`src/rtl/cmoc_pkg.sv`:
```
package cmoc_pkg;

    // Field and datapath widths
    localparam int IN_W     = 18;   // signed Q1.16 input component
    localparam int PROD_W   = 36;   // signed component product, Q3.32
    localparam int COMP_W   = 38;   // signed misorientation component
    localparam int PAIR_W   = 39;   // signed pair sum or difference
    localparam int QUAD_W   = 40;   // signed four-term sum
    localparam int PMAG_W   = 38;   // pair magnitude
    localparam int QMAG_W   = 39;   // four-term magnitude
    localparam int CMAG_W   = 37;   // component magnitude
    localparam int HALF_W   = 19;   // split point of a pair magnitude
    localparam int K_W      = 24;   // width of the sqrt(1/2) constant
    localparam int PPROD_W  = HALF_W + K_W;
    localparam int CAND_W   = 62;   // candidate magnitude in Q.56
    localparam int OUT_W    = 17;   // unsigned Q1.16 result

    // Counts
    localparam int NUM_Q     = 4;
    localparam int NUM_PROD  = 16;
    localparam int NUM_PAIRS = 6;
    localparam int NUM_PTERM = 2 * NUM_PAIRS;
    localparam int NUM_QUAD  = 8;

    // Scaling and rounding
    localparam logic [K_W-1:0] HALF_ROOT2_Q24 = 24'd11863283;
    localparam int QUAD_SHIFT  = 23;
    localparam int COMP_SHIFT  = 24;
    localparam int ROUND_SHIFT = 40;
    localparam int RSH_W       = CAND_W - ROUND_SHIFT;
    localparam logic [OUT_W-1:0] ONE_Q16 = 17'd65536;

    // Component index pairs for the 90-degree candidates (a=0, b=1, c=2, d=3)
    localparam logic [1:0] PAIR_FIRST  [NUM_PAIRS] = '{2'd0, 2'd2, 2'd0, 2'd1, 2'd0, 2'd1};
    localparam logic [1:0] PAIR_SECOND [NUM_PAIRS] = '{2'd1, 2'd3, 2'd2, 2'd3, 2'd3, 2'd2};

    typedef logic signed [IN_W-1:0]   in_t;
    typedef logic signed [PROD_W-1:0] prod_t;
    typedef logic signed [COMP_W-1:0] comp_t;
    typedef logic [CAND_W-1:0]        cand_t;
    typedef logic [OUT_W-1:0]         res_t;

    function automatic cand_t cand_max(input cand_t x, input cand_t y);
        return (x > y) ? x : y;
    endfunction

endpackage

```
`src/rtl/cmoc_max.sv`:
```
// Registered maximum tree over all candidates, then round and saturate
module cmoc_max
(
    input  logic             clk,
    input  logic             rst_n,
    input  logic             valid_in,
    input  cmoc_pkg::cand_t  pair_term [cmoc_pkg::NUM_PTERM],
    input  cmoc_pkg::cand_t  quad_term,
    input  cmoc_pkg::cand_t  comp_term,
    output logic             done,
    output cmoc_pkg::res_t   result
);

    localparam int NUM_GRP = cmoc_pkg::NUM_PTERM / 4 + 1;
    localparam cmoc_pkg::cand_t ROUND_BIAS =
        cmoc_pkg::CAND_W'(1) << (cmoc_pkg::ROUND_SHIFT - 1);

    logic                        grp_valid_reg;
    logic                        max_valid_reg;
    logic                        done_reg;
    cmoc_pkg::cand_t             grp_next [NUM_GRP];
    cmoc_pkg::cand_t             grp_reg  [NUM_GRP];
    cmoc_pkg::cand_t             max_next;
    cmoc_pkg::cand_t             max_reg;
    cmoc_pkg::cand_t             rnd_sum;
    logic [cmoc_pkg::RSH_W-1:0]  rnd_val;
    cmoc_pkg::res_t              result_next;
    cmoc_pkg::res_t              result_reg;

    // Reduce pair candidates in groups of four; fold four-term with component
    always_comb
    begin
        for (int g = 0; g < NUM_GRP - 1; g++)
        begin
            grp_next[g] = cmoc_pkg::cand_max(
                cmoc_pkg::cand_max(pair_term[4*g],   pair_term[4*g+1]),
                cmoc_pkg::cand_max(pair_term[4*g+2], pair_term[4*g+3]));
        end
        grp_next[NUM_GRP-1] = cmoc_pkg::cand_max(quad_term, comp_term);
    end

    // Reduce the group maxima
    always_comb
    begin
        max_next = cmoc_pkg::cand_max(cmoc_pkg::cand_max(grp_reg[0], grp_reg[1]),
                                      cmoc_pkg::cand_max(grp_reg[2], grp_reg[3]));
    end

    // Round to nearest Q1.16 with ties up, saturate at one
    always_comb
    begin
        rnd_sum = max_reg + ROUND_BIAS;
        rnd_val = rnd_sum[cmoc_pkg::CAND_W-1:cmoc_pkg::ROUND_SHIFT];
        if (rnd_val > cmoc_pkg::RSH_W'(cmoc_pkg::ONE_Q16))
        begin
            result_next = cmoc_pkg::ONE_Q16;
        end
        else
        begin
            result_next = rnd_val[cmoc_pkg::OUT_W-1:0];
        end
    end

    // Advance valid bits and the result strobe
    always_ff @(posedge clk or negedge rst_n)
    begin
        if (!rst_n)
        begin
            grp_valid_reg <= 1'b0;
            max_valid_reg <= 1'b0;
            done_reg      <= 1'b0;
        end
        else
        begin
            grp_valid_reg <= valid_in;
            max_valid_reg <= grp_valid_reg;
            done_reg      <= max_valid_reg;
        end
    end

    // Advance payload
    always_ff @(posedge clk)
    begin
        grp_reg    <= grp_next;
        max_reg    <= max_next;
        result_reg <= result_next;
    end

    assign done   = done_reg;
    assign result = result_reg;

endmodule

```
`config.mk`:
```
export PLATFORM = sky130hd
export DESIGN_NAME = cmoc_max
export DESIGN_NICKNAME = d
export VERILOG_FILES = /design/src/rtl/cmoc_pkg.sv /design/src/rtl/cmoc_max.sv
export SDC_FILE = /design/constraint.sdc
export NUM_CORES = 2
export LEC_CHECK = 0
export ABC_CLOCK_PERIOD_IN_PS = 4200
export BUFFER_PORTS_ARGS = -buffer_cell sky130_fd_sc_hd__buf_2
export CAP_MARGIN = 30
export CORE_AREA = 3 3 347 349
export DETAILED_ROUTE_END_ITERATION = 16
export DIE_AREA = 0 0 350 352
export PLACE_DENSITY_LB_ADDON = 0.15
export SYNTH_ARGS = -nofsm -noshare
export SYNTH_HDL_FRONTEND = slang
export SYNTH_SLANG_ARGS = --single-unit
export TNS_END_PERCENT = 5
```
`constraint.sdc`:
```
create_clock -name clk -period 4.2 [get_ports clk]
set_input_delay 0.42 -clock clk [delete_from_list [all_inputs] [get_ports clk]]
set_output_delay 0.42 -clock clk [all_outputs]
set_load 0.02 [all_outputs]
```
=== Word level (Yosys, flattened, before mapping) ===
Cells that the tools add are included.

* Mux-type cells: 13
* Magnitude comparators: 14
* Add/sub/neg operators: 1

{| class="wikitable"
|+ Operator list
! kind !! count
|-
| $gt 62x62->1 || 13
|-
| $mux 62 || 13
|-
| $add 62x40->62 const B || 1
|-
| $gt 22x17->1 const B || 1
|}

* Word-level logic and storage cells: 37
* Output and inout port bits: 18
* Flip-flop bits (word level): 330

=== Depth between registers and ports, before layout ===
* Depth after elaboration: 4
* Gate-level depth with buffers: 24
* Gate-level depth less buffers: 19

=== Worst setup path after synthesis ===
No wires, ideal clock.

* Path kind: input -> register
* Start point: in pair_term[181] (netlist name)
* End point: reg grp_reg[82] (netlist name)
* Stages on the path: 24
* Setup slack: -525 ps
* Path buffers: 5
* Arrival time: 4595 ps
* Library setup time: 130 ps
* Data required time: 4070 ps
* Cell sequence: inv_1 > ha_1 > nand4_1 > nor4_2 > and3_1 > buf_2 > nand2_1 > o221a_2 > and2_1 > clkbuf_2 > clkbuf_2 > o21ai_0 > o21ai_0 > ha_1 > and4_1 > and3_1 > a221oi_1 > o211ai_1 > a2111o_1 > and2_1 > clkbuf_1 > clkbuf_1 > a31oi_1 > a22oi_1

{| class="wikitable"
|+ RTL lines
! what !! line !! source
|-
| start, declared || cmoc_max.sv:7 || <nowiki>input cmoc_pkg::cand_t pair_term [cmoc_pkg::NUM_PTERM],</nowiki>
|-
| end signal, assigned || cmoc_max.sv:84 || <nowiki>grp_reg <= grp_next;</nowiki>
|-
| end, declared || cmoc_max.sv:22 || <nowiki>cmoc_pkg::cand_t grp_reg [NUM_GRP];</nowiki>
|}

==> reports/results.ini <==
[pwr]
leakage_nw = 31.8
finalPower_mw = 24.6
power_density_nw_per_um2 = 413
peakVddDrop_uv = 409

[synth]
yosysSeqAreaShare = 0.157
syn_avg_cell_area_sq_um = 7.72
syn_area_sq_um = 37200
syn_inst = 4824
synth-main-ff-cell = dfxtp_1
ys_ff_latch = 291
syn_nets = 6502
async_reset_ff_frac = 0.0103
synth-warning-count = 0
synth.distinct_cells = 76
synth_edf_count = 0

[worst_setup_path]
cp_max_fo = 15
critPathArrivalTime_ps = 5540
crit_type = primary input to flip-flop
worst-r2r-cell-count = 23
worst_setup_path_start_kind = primary input
crit_required_ps = 4690
end_kind = flip-flop

[die]
dieArea_sq_um = 123000
rows = 126
start_util = 0.316
fp.coreArea_sq_um = 118000
io_pins = 889
dieWidth_microns = 350
dieHeight_microns = 352

[detailed_routing]
vias = 45400
first_pass_iters = 6
route.detailed.drc = 0
wl_per_cell_microns = 22.5
vias_per_cell = 5.25
wl_microns = 195000
ant_nets = 0
drt_iter0_drc = 3235

[clock_tree]
clockRootBuffer = clkbuf_16
cts_buffers = 37
cts.htree.levels = 2
cts.clk_slew.worst_paths_ps = 60
cts_sinks = 291
clk_latency_ps = 580
cts_tree = done
cts_buffer_depth = 3

[sta]
period_share = 1.20
fin_ws_ps = -856
skew_ps = 45.8
worst_pin_slew_ps = 942
relSlewSlack = 0.372
slew_violations = 0
setup_violations = 209
hold_viol_final = 0
min_period_ps = 5060
fmax_mhz = 198
rsz0062_at_grt = yes

[status]
violations = setup timing
status = complete, but fails checks

[min_path]
hold_class = primary input to flip-flop
hold_path_depth = 2

[global_routing]
grt_max_degree = 63
grt_pass1_wl_microns = 282000
grt_use_total = 0.300
gr-total-overflow = 0
grt_pass1_vias = 45700
antenna_found_initial = 44

[layout]
drive_above_1_share = 0.421
area_growth_pct = 59.9
fin_cells = 8657
largest_reg_flops = 248
nNetsFinal = 8744

[placement]
dpl.hpwl_microns = 161000
portBuffers = 888
dp_slack_ps = -2560
globalplace.congestion = 0.990
dp_cells = 8480

[flow_run]
max-cap-violations = 0

==> worst max-delay path, stage by stage <==
cell,delay (ps)
buf_2,120
inv_1,50
ha_1,290
nand4_1,210
nor4b_2,330
buf_4,170
and3_1,180
buf_4,150
nand2_1,50
o221a_2,270
nand2_2,90
nand2_4,80
buf_12,170
buf_12,170
buf_4,160
mux2i_1,130
ha_1,320
nand4_1,120
nor4_2,370
buf_4,230
nand4_1,210
o32ai_2,180
or2_4,240
buf_12,160
a31oi_1,60
a22oi_2,400
buf_4,180
==> metrics by stage <==
step	TNS, ps	utilization	instance area (sq um)	hold slack [ps]
after floorplan	-55760	-	37700	124
after global placement	-360210	0.463	54500	215
after detailed placement	-360690	0.463	54500	217
after CTS	-116590	0.494	58200	71.0
after global routing	-159510	0.505	59500	81.9
final	-127540	0.506	59500	112
==> what timing repair did <==
action	CTS	global route
hold endpoints to repair	4	0
setup buffers	41	29
hold buffers	2	0
pin swaps	131	92
endpoints found under the setup margin	209	209
cloned	15	6
resized for setup	375	227
==> final cells by class <==
| class | instances | area (sq um) |
|---|---|---|
| repair buffers | 2419 | 17400 |
| well taps | 1536 | 1920 |
| clock buffers | 46 | 1060 |
| fillers | 11600 | 58200 |
| multi-input cells | 3519 | 30000 |
| inverters | 798 | 3020 |
| flip-flops and latches | 291 | 5890 |
| diodes | 26 | 65.1 |
| clock inverters | 22 | 233 |
==> routing by layer <==
| metal | up-vias | global-route usage | routed length (microns) |
|---|---|---|---|
| met5 | - | 0 | 136 |
| met4 | 20 | 0.110 | 7730 |
| met3 | 303 | 0.0495 | 12900 |
| met2 | 1737 | 0.515 | 92500 |
| met1 | 21300 | 0.375 | 81800 |
| li1 | 22100 | - | - |
==> power breakdown <==
part	total (mW)	internal (mW)	switching, mW	leakage, nW
registers	4.38	3.63	0.750	2.46
clock network	3.40	2.01	1.39	0.637
logic	16.8	8.54	8.30	28.7
==> cells by family after synthesis <==
kind of cell	Yosys count	share of synthesized area
compound gates	1444	0.230
fa+ha+maj	807	0.271
simple gates	805	0.108
buf+inv	1014	0.107
xor+xnor	17	0.00400
flops	291	0.157
mux	446	0.122
==> Yosys cell counts (9+ instances only) <==
library cell / number / area (sq um)
nor2_1: 137 / 514
nand4_1: 158 / 988
buf_2: 71 / 355
nand3_1: 102 / 510
mux2i_1: 381 / 3810
nor4_1: 32 / 200
o31ai_1: 14 / 105
o31a_1: 9 / 78.8
nor2b_1: 9 / 56.3
a21boi_0: 21 / 158
a31oi_1: 253 / 1580
clkbuf_2: 11 / 55.1
and3_1: 20 / 125
ha_1: 807 / 10100
clkbuf_1: 107 / 402
a211oi_1: 21 / 158
xor2_1: 11 / 96.3
dfxtp_1: 288 / 5770
a21o_1: 65 / 488
a221oi_1: 31 / 272
inv_1: 797 / 2990
nand2b_1: 12 / 75.1
and4_1: 25 / 219
nor3_1: 33 / 165
a22oi_1: 127 / 953
buf_4: 17 / 128
o21ai_1: 66 / 330
nand2_1: 249 / 935
a21oi_1: 335 / 1680
o21ai_0: 434 / 2170
mux2_2: 65 / 732
==> path summary, 6_finish.rpt <==
kind,startpoint,endpoint,slack [ps]
worst min register to register,max_valid_reg$_DFF_PN0_,done$_DFF_PN0_,350
worst max register to register,grp_reg[182]$_DFF_P_,max_reg[57]$_DFF_P_,-830
worst max-delay path,pair_term[552],grp_reg[210]$_DFF_P_,-860
worst min-delay path,comp_term[4],grp_reg[4]$_DFF_P_,110
min in group asynchronous,rst_n,grp_valid_reg$_DFF_PN0_,170
max in group asynchronous,rst_n,max_valid_reg$_DFF_PN0_,3920
==> cell usage in the layout (no fill, tap or decap), drive strengths merged, types with 5 or more instances in the layout <==
cell,synthesis,layout
a2111oi,8,8
a211o,6,6
a211oi,22,22
a21boi,21,21
a21o,65,65
a21oi,335,335
a221oi,31,31
a22oi,127,127
a31oi,253,253
and2,5,5
and3,20,20
and4,25,25
buf,98,2407
clkbuf,118,52
clkinv,1,10
dfxtp,288,288
diode,0,26
ha,807,807
inv,797,804
mux2,65,65
mux2i,381,381
nand2,252,252
nand2b,13,13
nand3,102,102
nand4,159,159
nor2,137,137
nor2b,9,9
nor3,33,33
nor4,34,34
o211ai,8,8
o21a,8,8
o21ai,501,501
o31a,9,9
o31ai,14,14
xnor2,6,6
xor2,11,11
(Power assumes the default switching activity.)
